<file path="config.mk">
export PLATFORM = sky130hd
export DESIGN_NAME = fixed_partition_fit_allocator
export DESIGN_NICKNAME = d
export VERILOG_FILES = /design/src/fpfa_pkg.sv /design/src/fixed_partition_fit_allocator.sv /design/src/fpfa_ram.sv /design/src/fpfa_front.sv /design/src/fpfa_queue.sv /design/src/fpfa_back.sv
export SDC_FILE = /design/constraint.sdc
export NUM_CORES = 2
export LEC_CHECK = 0
export BUFFER_PORTS_ARGS = -buffer_cell sky130_fd_sc_hd__buf_2
export CAP_MARGIN = 20
export CORE_MARGIN = 2
export CORE_UTILIZATION = 49
export DETAILED_ROUTE_END_ITERATION = 6
export PLACE_DENSITY_LB_ADDON = 0.15
export RECOVER_POWER = 100
export SLEW_MARGIN = 20
export SYNTH_ARGS = -nofsm -noshare
export SYNTH_HDL_FRONTEND = slang
export SYNTH_SLANG_ARGS = --single-unit
</file>
<file path="constraint.sdc">
create_clock -name clk -period 3.8 [get_ports clk]
set_clock_uncertainty 0.2 [all_clocks]
set_input_delay 0.76 -clock clk [delete_from_list [all_inputs] [get_ports clk]]
set_output_delay 0.76 -clock clk [all_outputs]
set_load 0.02 [all_outputs]
</file>
<file path="src/fpfa_pkg.sv">
`timescale 1ns / 1ps
// ---------------------------------------------------------------------------
// fpfa_pkg
// types, codes and defaults shared by the partition allocator modules
// ---------------------------------------------------------------------------
package fpfa_pkg;

	// defaults for the top-level parameters
	localparam int MAX_PARTS_DEF  = 128;
	localparam int SIZE_WIDTH_DEF = 16;

	// fixed field widths
	localparam int KIND_W  = 2;
	localparam int SLOT_W  = 7;
	localparam int FIELD_W = 16;
	localparam int MODE_W  = 2;
	localparam int COUNT_W = 8;

	// configuration port
	localparam int APB_AW  = 3;
	localparam int APB_DW  = 32;
	localparam int REG_SEL_W = 1;
	localparam logic [REG_SEL_W-1:0] REG_FIT_MODE   = 1'b0;
	localparam logic [REG_SEL_W-1:0] REG_PART_COUNT = 1'b1;

	// request kinds
	localparam logic [KIND_W-1:0] KIND_LOAD  = 2'd0;
	localparam logic [KIND_W-1:0] KIND_CLEAR = 2'd1;
	localparam logic [KIND_W-1:0] KIND_ALLOC = 2'd2;

	// placement policies
	localparam logic [MODE_W-1:0] MODE_FIRST = 2'd0;
	localparam logic [MODE_W-1:0] MODE_BEST  = 2'd1;
	localparam logic [MODE_W-1:0] MODE_WORST = 2'd2;

	// queue between front and back
	localparam int QUEUE_DEPTH = 2;

	typedef struct packed {
		logic [KIND_W-1:0]  kind;
		logic [SLOT_W-1:0]  part_index_in;
		logic [FIELD_W-1:0] part_size_in;
		logic [FIELD_W-1:0] need;
	} req_t;

	typedef struct packed {
		logic               granted;
		logic [SLOT_W-1:0]  part_index_out;
		logic [FIELD_W-1:0] leftover;
	} rsp_t;

	typedef enum logic [1:0] {
		OP_LOAD,
		OP_CLEAR,
		OP_ALLOC
	} op_t;

	typedef struct packed {
		op_t                op;
		logic [SLOT_W-1:0]  slot;
		logic [FIELD_W-1:0] size;
		logic [FIELD_W-1:0] need;
	} qent_t;

	typedef struct packed {
		logic full;
		logic empty;
	} qstat_t;

	typedef struct packed {
		logic init_busy;
	} bstat_t;

	typedef enum logic [2:0] {
		ST_INIT,
		ST_IDLE,
		ST_CLEAR,
		ST_SCAN,
		ST_DONE
	} back_state_t;

endpackage

</file>
<file path="src/fixed_partition_fit_allocator.sv">
`timescale 1ns / 1ps
// ---------------------------------------------------------------------------
// fixed_partition_fit_allocator
// fixed-partition allocator with first, best and worst fit placement
// ---------------------------------------------------------------------------
//
//  channel   direction  handshake             payload
//  req       in         req_valid/req_stall   req_data   (fpfa_pkg::req_t)
//  rsp       out        rsp_valid/rsp_stall   rsp_data   (fpfa_pkg::rsp_t)
//  apb       in         psel/penable/pready   fit_mode, part_count
//
//  a load is written directly from the idle state, a clear-all sweeps all MAX_PARTS used flags
//  an allocation request scans min(part_count, MAX_PARTS) entries:
//    the size and used tables are read one entry per cycle, each through its own read port
//  after reset the used flags are swept clear; req_stall
//    stays high for that whole pass
//  the two-entry queue keeps taking requests while the back end works, until it is
//    full; a held result only blocks the back end when the next request result is ready
//
module fixed_partition_fit_allocator #(
	parameter int MAX_PARTS  = fpfa_pkg::MAX_PARTS_DEF,
	parameter int SIZE_WIDTH = fpfa_pkg::SIZE_WIDTH_DEF
) (
	input  logic                          clk,
	input  logic                          arst_n,
	// request channel
	input  logic                          req_valid,
	output logic                          req_stall,
	input  fpfa_pkg::req_t                req_data,
	// result channel
	output logic                          rsp_valid,
	input  logic                          rsp_stall,
	output fpfa_pkg::rsp_t                rsp_data,
	// configuration port
	input  logic                          psel,
	input  logic                          penable,
	input  logic                          pwrite,
	input  logic [fpfa_pkg::APB_AW-1:0]   paddr,
	input  logic [fpfa_pkg::APB_DW-1:0]   pwdata,
	output logic [fpfa_pkg::APB_DW-1:0]   prdata,
	output logic                          pready
);
	import fpfa_pkg::*;

	// configuration registers
	logic [MODE_W-1:0]    fit_mode_q;
	logic [COUNT_W-1:0]   part_count_q;
	logic                 cfg_wr;
	logic [REG_SEL_W-1:0] reg_sel;

	// front to queue
	logic   push;
	qent_t  push_data;
	qstat_t qstat;

	// queue to back
	qent_t  head;
	logic   head_valid;
	logic   pop;
	bstat_t bstat;

	assign pready  = 1'b1;
	assign cfg_wr  = psel & penable & pwrite & pready;
	// registers sit on 4-byte boundaries
	assign reg_sel = paddr[APB_AW-1:2];

	always_ff @(posedge clk or negedge arst_n) begin
		if (!arst_n) begin
			fit_mode_q   <= MODE_FIRST;
			part_count_q <= '0;
		end else if (cfg_wr) begin
			case (reg_sel)
				REG_FIT_MODE:   fit_mode_q   <= pwdata[MODE_W-1:0];
				REG_PART_COUNT: part_count_q <= pwdata[COUNT_W-1:0];
				default: begin
				end
			endcase
		end
	end

	// read back is plain zero-extended register contents
	always_comb begin
		case (reg_sel)
			REG_FIT_MODE:   prdata = APB_DW'(fit_mode_q);
			REG_PART_COUNT: prdata = APB_DW'(part_count_q);
			default:        prdata = '0;
		endcase
	end

	// front: handshake and decode; drops unknown kinds and out-of-range loads
	fpfa_front #(
		.MAX_PARTS (MAX_PARTS)
	) u_front (
		.req_valid (req_valid),
		.req_stall (req_stall),
		.req_data  (req_data),
		.qstat     (qstat),
		.bstat     (bstat),
		.push      (push),
		.push_data (push_data)
	);

	// decouples intake from the table scan
	fpfa_queue u_queue (
		.clk        (clk),
		.arst_n     (arst_n),
		.push       (push),
		.push_data  (push_data),
		.pop        (pop),
		.head       (head),
		.head_valid (head_valid),
		.qstat      (qstat)
	);

	// back: table updates, fit scan and the result register
	fpfa_back #(
		.MAX_PARTS  (MAX_PARTS),
		.SIZE_WIDTH (SIZE_WIDTH)
	) u_back (
		.clk        (clk),
		.arst_n     (arst_n),
		.head       (head),
		.head_valid (head_valid),
		.pop        (pop),
		.fit_mode   (fit_mode_q),
		.part_count (part_count_q),
		.status     (bstat),
		.rsp_valid  (rsp_valid),
		.rsp_stall  (rsp_stall),
		.rsp_data   (rsp_data)
	);

endmodule

</file>
<file path="src/fpfa_ram.sv">
`timescale 1ns / 1ps
// ---------------------------------------------------------------------------
// fpfa_ram
// generic single-write, single-read ram with registered read data
// ---------------------------------------------------------------------------
module fpfa_ram #(
	parameter int WIDTH = 16,
	parameter int DEPTH = 128
) (
	input  logic                     clk,
	input  logic                     we,
	input  logic [$clog2(DEPTH)-1:0] waddr,
	input  logic [WIDTH-1:0]         wdata,
	input  logic                     re,
	input  logic [$clog2(DEPTH)-1:0] raddr,
	output logic [WIDTH-1:0]         rdata
);

	logic [WIDTH-1:0] mem_q [DEPTH];
	logic [WIDTH-1:0] rdata_q;

	always_ff @(posedge clk) begin
		if (we) begin
			mem_q[waddr] <= wdata;
		end
		if (re) begin
			rdata_q <= mem_q[raddr];
		end
	end

	assign rdata = rdata_q;

endmodule

</file>
<file path="src/fpfa_front.sv">
`timescale 1ns / 1ps
// ---------------------------------------------------------------------------
// fpfa_front
// request intake: handshake, kind decode and filtering into the queue
// ---------------------------------------------------------------------------
module fpfa_front #(
	parameter int MAX_PARTS = 128
) (
	input  logic           req_valid,
	output logic           req_stall,
	input  fpfa_pkg::req_t req_data,
	input  fpfa_pkg::qstat_t qstat,
	input  fpfa_pkg::bstat_t bstat,
	output logic           push,
	output fpfa_pkg::qent_t push_data
);
	import fpfa_pkg::*;

	logic accept;
	logic keep;
	op_t  op;

	assign req_stall = qstat.full | bstat.init_busy;
	assign accept    = req_valid & ~req_stall;

	// unknown kinds and loads past the table end are dropped here
	always_comb begin
		keep = 1'b0;
		op   = OP_LOAD;
		case (req_data.kind)
			KIND_LOAD: begin
				op   = OP_LOAD;
				keep = (32'(req_data.part_index_in) < 32'(MAX_PARTS));
			end
			KIND_CLEAR: begin
				op   = OP_CLEAR;
				keep = 1'b1;
			end
			KIND_ALLOC: begin
				op   = OP_ALLOC;
				keep = 1'b1;
			end
			default: begin
				keep = 1'b0;
			end
		endcase
	end

	assign push           = accept & keep;
	assign push_data.op   = op;
	assign push_data.slot = req_data.part_index_in;
	assign push_data.size = req_data.part_size_in;
	assign push_data.need = req_data.need;

endmodule

</file>
<file path="src/fpfa_queue.sv">
`timescale 1ns / 1ps
// ---------------------------------------------------------------------------
// fpfa_queue
// short fifo of decoded requests between front and back
// ---------------------------------------------------------------------------
module fpfa_queue (
	input  logic            clk,
	input  logic            arst_n,
	input  logic            push,
	input  fpfa_pkg::qent_t push_data,
	input  logic            pop,
	output fpfa_pkg::qent_t head,
	output logic            head_valid,
	output fpfa_pkg::qstat_t qstat
);
	import fpfa_pkg::*;

	localparam int PTR_W = (QUEUE_DEPTH > 1) ? $clog2(QUEUE_DEPTH) : 1;
	localparam int CNT_W = $clog2(QUEUE_DEPTH + 1);

	qent_t            entry_q [QUEUE_DEPTH];
	logic [PTR_W-1:0] wr_ptr_q;
	logic [PTR_W-1:0] rd_ptr_q;
	logic [CNT_W-1:0] count_q;
	logic             do_push;
	logic             do_pop;

	assign qstat.full  = (count_q == CNT_W'(QUEUE_DEPTH));
	assign qstat.empty = (count_q == '0);
	assign head_valid  = ~qstat.empty;
	assign head        = entry_q[rd_ptr_q];

	assign do_push = push & ~qstat.full;
	assign do_pop  = pop & head_valid;

	always_ff @(posedge clk or negedge arst_n) begin
		if (!arst_n) begin
			wr_ptr_q <= '0;
			rd_ptr_q <= '0;
			count_q  <= '0;
		end else begin
			if (do_push) begin
				wr_ptr_q <= (wr_ptr_q == PTR_W'(QUEUE_DEPTH - 1)) ? '0 : wr_ptr_q + 1'b1;
			end
			if (do_pop) begin
				rd_ptr_q <= (rd_ptr_q == PTR_W'(QUEUE_DEPTH - 1)) ? '0 : rd_ptr_q + 1'b1;
			end
			case ({do_push, do_pop})
				2'b10:   count_q <= count_q + 1'b1;
				2'b01:   count_q <= count_q - 1'b1;
				default: count_q <= count_q;
			endcase
		end
	end

	always_ff @(posedge clk) begin
		if (do_push) begin
			entry_q[wr_ptr_q] <= push_data;
		end
	end

endmodule

</file>
<file path="src/fpfa_back.sv">
`timescale 1ns / 1ps
// ---------------------------------------------------------------------------
// fpfa_back
// executes queued requests against the partition tables and holds the result
// ---------------------------------------------------------------------------
module fpfa_back #(
	parameter int MAX_PARTS  = 128,
	parameter int SIZE_WIDTH = 16
) (
	input  logic                            clk,
	input  logic                            arst_n,
	input  fpfa_pkg::qent_t                 head,
	input  logic                            head_valid,
	output logic                            pop,
	input  logic [fpfa_pkg::MODE_W-1:0]     fit_mode,
	input  logic [fpfa_pkg::COUNT_W-1:0]    part_count,
	output fpfa_pkg::bstat_t                status,
	output logic                            rsp_valid,
	input  logic                            rsp_stall,
	output fpfa_pkg::rsp_t                  rsp_data
);
	import fpfa_pkg::*;

	localparam int IDX_W = $clog2(MAX_PARTS);
	localparam int CNT_W = $clog2(MAX_PARTS + 1);

	back_state_t         state_q, state_d;
	logic [CNT_W-1:0]    cnt_q, cnt_d;
	logic [CNT_W-1:0]    limit_q, limit_d;
	logic [SIZE_WIDTH-1:0] need_q, need_d;
	logic                found_q;
	logic [IDX_W-1:0]    pick_q;
	logic [SIZE_WIDTH-1:0] best_q;
	logic                eval_s1;
	logic [IDX_W-1:0]    eval_idx_s1;
	logic                rsp_valid_q;
	rsp_t                rsp_q;
	rsp_t                rsp_d;

	logic                rd_en;
	logic                size_we;
	logic                used_we;
	logic [IDX_W-1:0]    used_waddr;
	logic                used_wdata;
	logic [SIZE_WIDTH-1:0] size_rdata;
	logic                used_rdata;
	logic                start_scan;
	logic                load_rsp;
	logic                take;
	logic [31:0]         lim32;

	// part_count above the table depth is clipped
	assign lim32 = (32'(part_count) > 32'(MAX_PARTS)) ? 32'(MAX_PARTS) : 32'(part_count);

	fpfa_ram #(
		.WIDTH (SIZE_WIDTH),
		.DEPTH (MAX_PARTS)
	) u_size_ram (
		.clk   (clk),
		.we    (size_we),
		.waddr (IDX_W'(head.slot)),
		.wdata (SIZE_WIDTH'(head.size)),
		.re    (rd_en),
		.raddr (cnt_q[IDX_W-1:0]),
		.rdata (size_rdata)
	);

	fpfa_ram #(
		.WIDTH (1),
		.DEPTH (MAX_PARTS)
	) u_used_ram (
		.clk   (clk),
		.we    (used_we),
		.waddr (used_waddr),
		.wdata (used_wdata),
		.re    (rd_en),
		.raddr (cnt_q[IDX_W-1:0]),
		.rdata (used_rdata)
	);

	// compare stage: free, large enough, and better than the current pick
	assign take = eval_s1 & ~used_rdata & (need_q <= size_rdata) &
		(~found_q |
		 ((fit_mode == MODE_BEST) & (size_rdata < best_q)) |
		 ((fit_mode == MODE_WORST) & (size_rdata > best_q)));

	always_comb begin
		state_d    = state_q;
		cnt_d      = cnt_q;
		limit_d    = limit_q;
		need_d     = need_q;
		pop        = 1'b0;
		rd_en      = 1'b0;
		size_we    = 1'b0;
		used_we    = 1'b0;
		used_waddr = cnt_q[IDX_W-1:0];
		used_wdata = 1'b0;
		start_scan = 1'b0;
		load_rsp   = 1'b0;
		case (state_q)
			ST_INIT, ST_CLEAR: begin
				used_we = 1'b1;
				cnt_d   = cnt_q + 1'b1;
				if (cnt_q == CNT_W'(MAX_PARTS - 1)) begin
					cnt_d   = '0;
					state_d = ST_IDLE;
				end
			end
			ST_IDLE: begin
				if (head_valid) begin
					pop = 1'b1;
					case (head.op)
						OP_LOAD: begin
							size_we    = 1'b1;
							used_we    = 1'b1;
							used_waddr = IDX_W'(head.slot);
						end
						OP_CLEAR: begin
							cnt_d   = '0;
							state_d = ST_CLEAR;
						end
						OP_ALLOC: begin
							need_d     = SIZE_WIDTH'(head.need);
							limit_d    = CNT_W'(lim32);
							cnt_d      = '0;
							start_scan = 1'b1;
							state_d    = ST_SCAN;
						end
						default: begin
						end
					endcase
				end
			end
			ST_SCAN: begin
				if (cnt_q != limit_q) begin
					rd_en = 1'b1;
					cnt_d = cnt_q + 1'b1;
				end else begin
					state_d = ST_DONE;
				end
			end
			ST_DONE: begin
				if (!rsp_valid_q || !rsp_stall) begin
					load_rsp = 1'b1;
					if (found_q) begin
						used_we    = 1'b1;
						used_waddr = pick_q;
						used_wdata = 1'b1;
					end
					state_d = ST_IDLE;
				end
			end
			default: begin
				state_d = ST_IDLE;
			end
		endcase
	end

	always_comb begin
		rsp_d.granted        = found_q;
		rsp_d.part_index_out = found_q ? SLOT_W'(pick_q) : '0;
		rsp_d.leftover       = found_q ? FIELD_W'(best_q - need_q) : '0;
	end

	always_ff @(posedge clk or negedge arst_n) begin
		if (!arst_n) begin
			state_q     <= ST_INIT;
			cnt_q       <= '0;
			eval_s1     <= 1'b0;
			found_q     <= 1'b0;
			rsp_valid_q <= 1'b0;
		end else begin
			state_q <= state_d;
			cnt_q   <= cnt_d;
			eval_s1 <= rd_en;
			if (start_scan) begin
				found_q <= 1'b0;
			end else if (take) begin
				found_q <= 1'b1;
			end
			if (load_rsp) begin
				rsp_valid_q <= 1'b1;
			end else if (!rsp_stall) begin
				rsp_valid_q <= 1'b0;
			end
		end
	end

	always_ff @(posedge clk) begin
		limit_q     <= limit_d;
		need_q      <= need_d;
		eval_idx_s1 <= cnt_q[IDX_W-1:0];
		if (take) begin
			pick_q <= eval_idx_s1;
			best_q <= size_rdata;
		end
		if (load_rsp) begin
			rsp_q <= rsp_d;
		end
	end

	assign status.init_busy = (state_q == ST_INIT);
	assign rsp_valid        = rsp_valid_q;
	assign rsp_data         = rsp_q;

endmodule

</file>
==> qor.csv <==
stage,metric,value,unit
critical_path,Worst setup EP type,register,
cts,clock buffer depth,3,
detailed_routing,WL/cell,30.89,µm
status,outcome,"complete, but fails checks",
synthesis,Mean Syn Cell Area,19.83,µm²
timing,fin. max-slew vios,237,
finish,area delta synth->final,14.98,%
finish,fin nets,5495,
finish,Fillers,14400,
min_path,worst hold path class,input pin to register,
synthesis,Synth Instances,4748,
pwr,PwrDens,726.6,mW/mm²
detailed_routing,final wirelength,249.6,mm
pwr,Sw Ratio,31.58,%
critical_path,Crit Path Category,register to register,
floorplan,standard-cell row count,160,
timing,Hold Slack,0.1215,ns
min_path,Hold Crit Depth,2,
status,failing checks,"max-capacitance violations, max-slew violations",
floorplan,boundary pin count,142,
critical_path,WP data required,4.24,ns
global_routing,first-pass GRT wire length,354.7,mm
place,placed wire-length estimate,156.6,mm
floorplan,die area,0.1957,mm²
cts,CTS tree,done,
detailed_routing,Vias,49220,
pwr,Lkg Pwr,35.05,nW
timing,period utilization,98.65,%
floorplan,Die Span X,442.4,µm
pwr,Reg power frac,40.7,%
global_routing,GR Overflow Total,0,
place,Placer Congestion,0.8514,
critical_path,Startpoint Class,register,
synthesis,Synth cell types,76,
pwr,Comb pwr share,29.8,%
pwr,net load switching power,24.85,mW
timing,setup ws final,0.05117,ns
timing,Period minus WS final,3.749,ns
global_routing,vias in the first global route,48180,
place,Placed Instances,7581,
timing,slew at the pin closest to its max-slew limit,1.872,ns
timing,Setup-failing EPs final,0,
detailed_routing,antenna-violating nets left,0,
synthesis,post-synthesis register bit count,2381,
pwr,worst vdd ir,0.5743,mV
floorplan,die span in y,442.4,µm
cts,H-tree depth,4,
detailed_routing,Residual DRC,0,
flow_run,max-cap violation count,4,
timing,Rel. slew slack,-24.78,%
synthesis,Post-synth EDFFs,2346,
cts,CTS Buf Count,237,
pwr,power share of the clock group,29.5,%
floorplan,Starting Density,49.41,%
critical_path,worst r2r path cells,10,
global_routing,initial antenna violation count,13,
finish,layout cell share with drive strength beyond 1,24.60,%
global_routing,largest net degree at the start of global routing,129,
critical_path,crit path DAT,4.18,ns
finish,Non-Filler Instances,8078,
pwr,Pint,53.83,mW
place,DP Worst Slack,0.05001,ns
cts,clk sinks,2381,
synthesis,async set or reset register ratio after synthesis,1.176,%
cts,Clock Pin Slew Worst Setup and Hold Paths,0.06,ns
cts,"Setup Fix Bufs, Post-CTS",0,
global_routing,Total GRT Usage,25.35,%
detailed_routing,iteration-0 DRC count of the detailed router,5994,
synthesis,Main synth FF type,edfxtp_1,
cts,clock latency on the worst-skew pair,0.89,ns
synthesis,warnings from Yosys,0,
detailed_routing,DR pass1 iterations,6,
synthesis,"Seq/Total Area, Yosys",75.70,%
detailed_routing,routed vias/inst,6.093,
floorplan,Core Region,0.1906,mm²
timing,final hold violation count,0,
timing,RSZ-0062 raised after global routing,false,
timing,setup TNS,0,ns
critical_path,critical path peak fanout,16,
cts,root buf cell,clkbuf_16,
timing,highest clock rate,266.8,MHz
place,Port Buffer Count,90,
synthesis,Post-Syn Area,0.09418,mm²
power groups by stage:
stage | Sequential, mW | Clock (mW) | Combinational (mW)
after floorplan | 32.3 | 0 | 14.0
after global placement | 32.5 | 0 | 23.6
after detailed placement | 32.5 | 0 | 23.8
after CTS | 32.0 | 23.5 | 23.9
after global routing | 32.1 | 24.6 | 24.6
final | 32.0 | 23.2 | 23.4
state kept, by name (all words and copies together) (netlist names), 8 cells and up:
name,cells
u_back.u_size_ram.mem_q,2048
u_back.u_used_ram.mem_q,128
u_queue.entry_q,82
u_back.rsp_data,24
u_back.best_q,16
u_back.need_q,16
u_back.u_size_ram.rdata,16
part_count_q,8
u_back.cnt_q,8
u_back.limit_q,8
layer usage:
| layer | track usage [%] | wire length, µm |
|---|---|---|
| met2 | 39.17 | 117300 |
| met5 | 0 | 13 |
| met4 | 7.067 | 6432 |
| met3 | 4.110 | 19220 |
| met1 | 37.66 | 106600 |
logic make-up (layout without fill, tap and decap cells):
logic type / after synthesis / count (layout) / synth area share (%)
AO/OA/AOI/OAI: 588 / 588 / 4.530
XOR/XNOR: 22 / 22 / 0.2046
adder cells (fa/ha/maj): 53 / 53 / 0.7121
buffers and inverters: 333 / 1126 / 2.158
flip-flops: 2381 / 2381 / 75.70
multiplexers: 744 / 744 / 13.72
other: 2 / 28 / 0.007974
AND/OR/NAND/NOR: 625 / 625 / 2.973
worst max-delay path, stage by stage (launching register included):
cell and delay (ns):
dfrtp_4 0.65, buf_12 0.25, buf_6 0.27, mux4_2 0.53, a22o_1 0.28, a211oi_2 0.36
buf_4 0.20, a211oi_1 0.07, a211oi_1 0.29, buf_2 0.29, a31oi_1 0.07
layout by cell type (no fill, tap or decap), types with 18 or more instances in the layout:
| master | Yosys | routed |
|---|---|---|
| o21ai_0 | 61 | 61 |
| and2_1 | 27 | 18 |
| a221oi_1 | 35 | 34 |
| a22o_1 | 47 | 47 |
| buf_12 | 9 | 58 |
| dlygate4sd3_1 | 0 | 50 |
| clkbuf_4 | 0 | 35 |
| a21oi_1 | 113 | 112 |
| inv_1 | 57 | 56 |
| o21a_1 | 24 | 24 |
| conb_1 | 2 | 25 |
| clkbuf_2 | 0 | 108 |
| clkbuf_1 | 105 | 157 |
| edfxtp_1 | 2346 | 2346 |
| xnor2_1 | 18 | 18 |
| nand3_1 | 20 | 19 |
| a211oi_1 | 54 | 53 |
| dfrtp_1 | 28 | 22 |
| ha_1 | 52 | 52 |
| mux2_2 | 101 | 93 |
| buf_2 | 49 | 52 |
| buf_4 | 52 | 207 |
| bufinv_16 | 0 | 23 |
| mux2i_1 | 218 | 218 |
| o22ai_1 | 20 | 20 |
| mux4_2 | 418 | 418 |
| clkbuf_16 | 0 | 239 |
| nor2b_1 | 39 | 35 |
| clkinv_2 | 0 | 47 |
| nand2_1 | 127 | 126 |
| o221ai_1 | 42 | 42 |
| a22oi_1 | 90 | 90 |
| clkinv_1 | 0 | 51 |
| nor2_1 | 317 | 307 |
path summary, 6_finish.rpt:
path / start / slack [ns] / end
hold / removal: req_data[40] / 0.12 / u_queue.entry_q[1][39]$_DFFE_PP_
min in group asynchronous: arst_n / 0.73 / u_back.rsp_valid$_DFFE_PN0P_
hold reg to reg: u_back.eval_idx_s1[4]$_DFF_P_ / 0.20 / u_back.pick_q[4]$_DFFE_PP_
max in group asynchronous: arst_n / 1.34 / u_back.cnt_q[2]$_DFFE_PN0P_
setup reg to reg: u_back.cnt_q[0]$_DFFE_PN0P_ / 0.05 / u_back.u_size_ram.rdata[12]$_DFFE_PP_
setup / recovery: u_back.cnt_q[0]$_DFFE_PN0P_ / 0.05 / u_back.u_size_ram.rdata[12]$_DFFE_PP_
final cells by class:
class	count	area, µm²	area share, %
clock inverter	143	1459	1.347
sequential	2381	71300	65.85
timing repair buffer	625	4820	4.451
clock buffer	301	6284	5.803
tap	2511	3142	2.901
inverter	57	217.7	0.2011
multi-input combinational	2057	21050	19.44
antenna	3	7.507	0.006933
cells in the mapped netlist, types with 54 or more instances:
cell / count / area share, %
inv_1: 57 / 0.23
o21ai_0: 61 / 0.32
nor2_1: 317 / 1.3
clkbuf_1: 105 / 0.42
nand2_1: 127 / 0.51
mux2i_1: 218 / 2.3
a211oi_1: 54 / 0.43
a21oi_1: 113 / 0.60
a22oi_1: 90 / 0.72
mux4_2: 418 / 10
edfxtp_1: 2346 / 75
mux2_2: 101 / 1.2
what timing repair did:
item                                   CTS  global route
endpoints found under the hold margin  120             0
setup endpoints to repair                0             1
hold buffers                            50             0
resized for setup                        0             1
stage by stage:
stage	instance area [µm²]	util, %	total power, mW
floorplan	94430	-	46.32
global placement	101400	53.18	56.10
detailed placement	101400	53.18	56.34
CTS	109600	57.50	79.44
global route	108300	56.82	81.27
finish	108300	56.82	78.68
No activity file was read; power rests on OpenSTA's default activity.
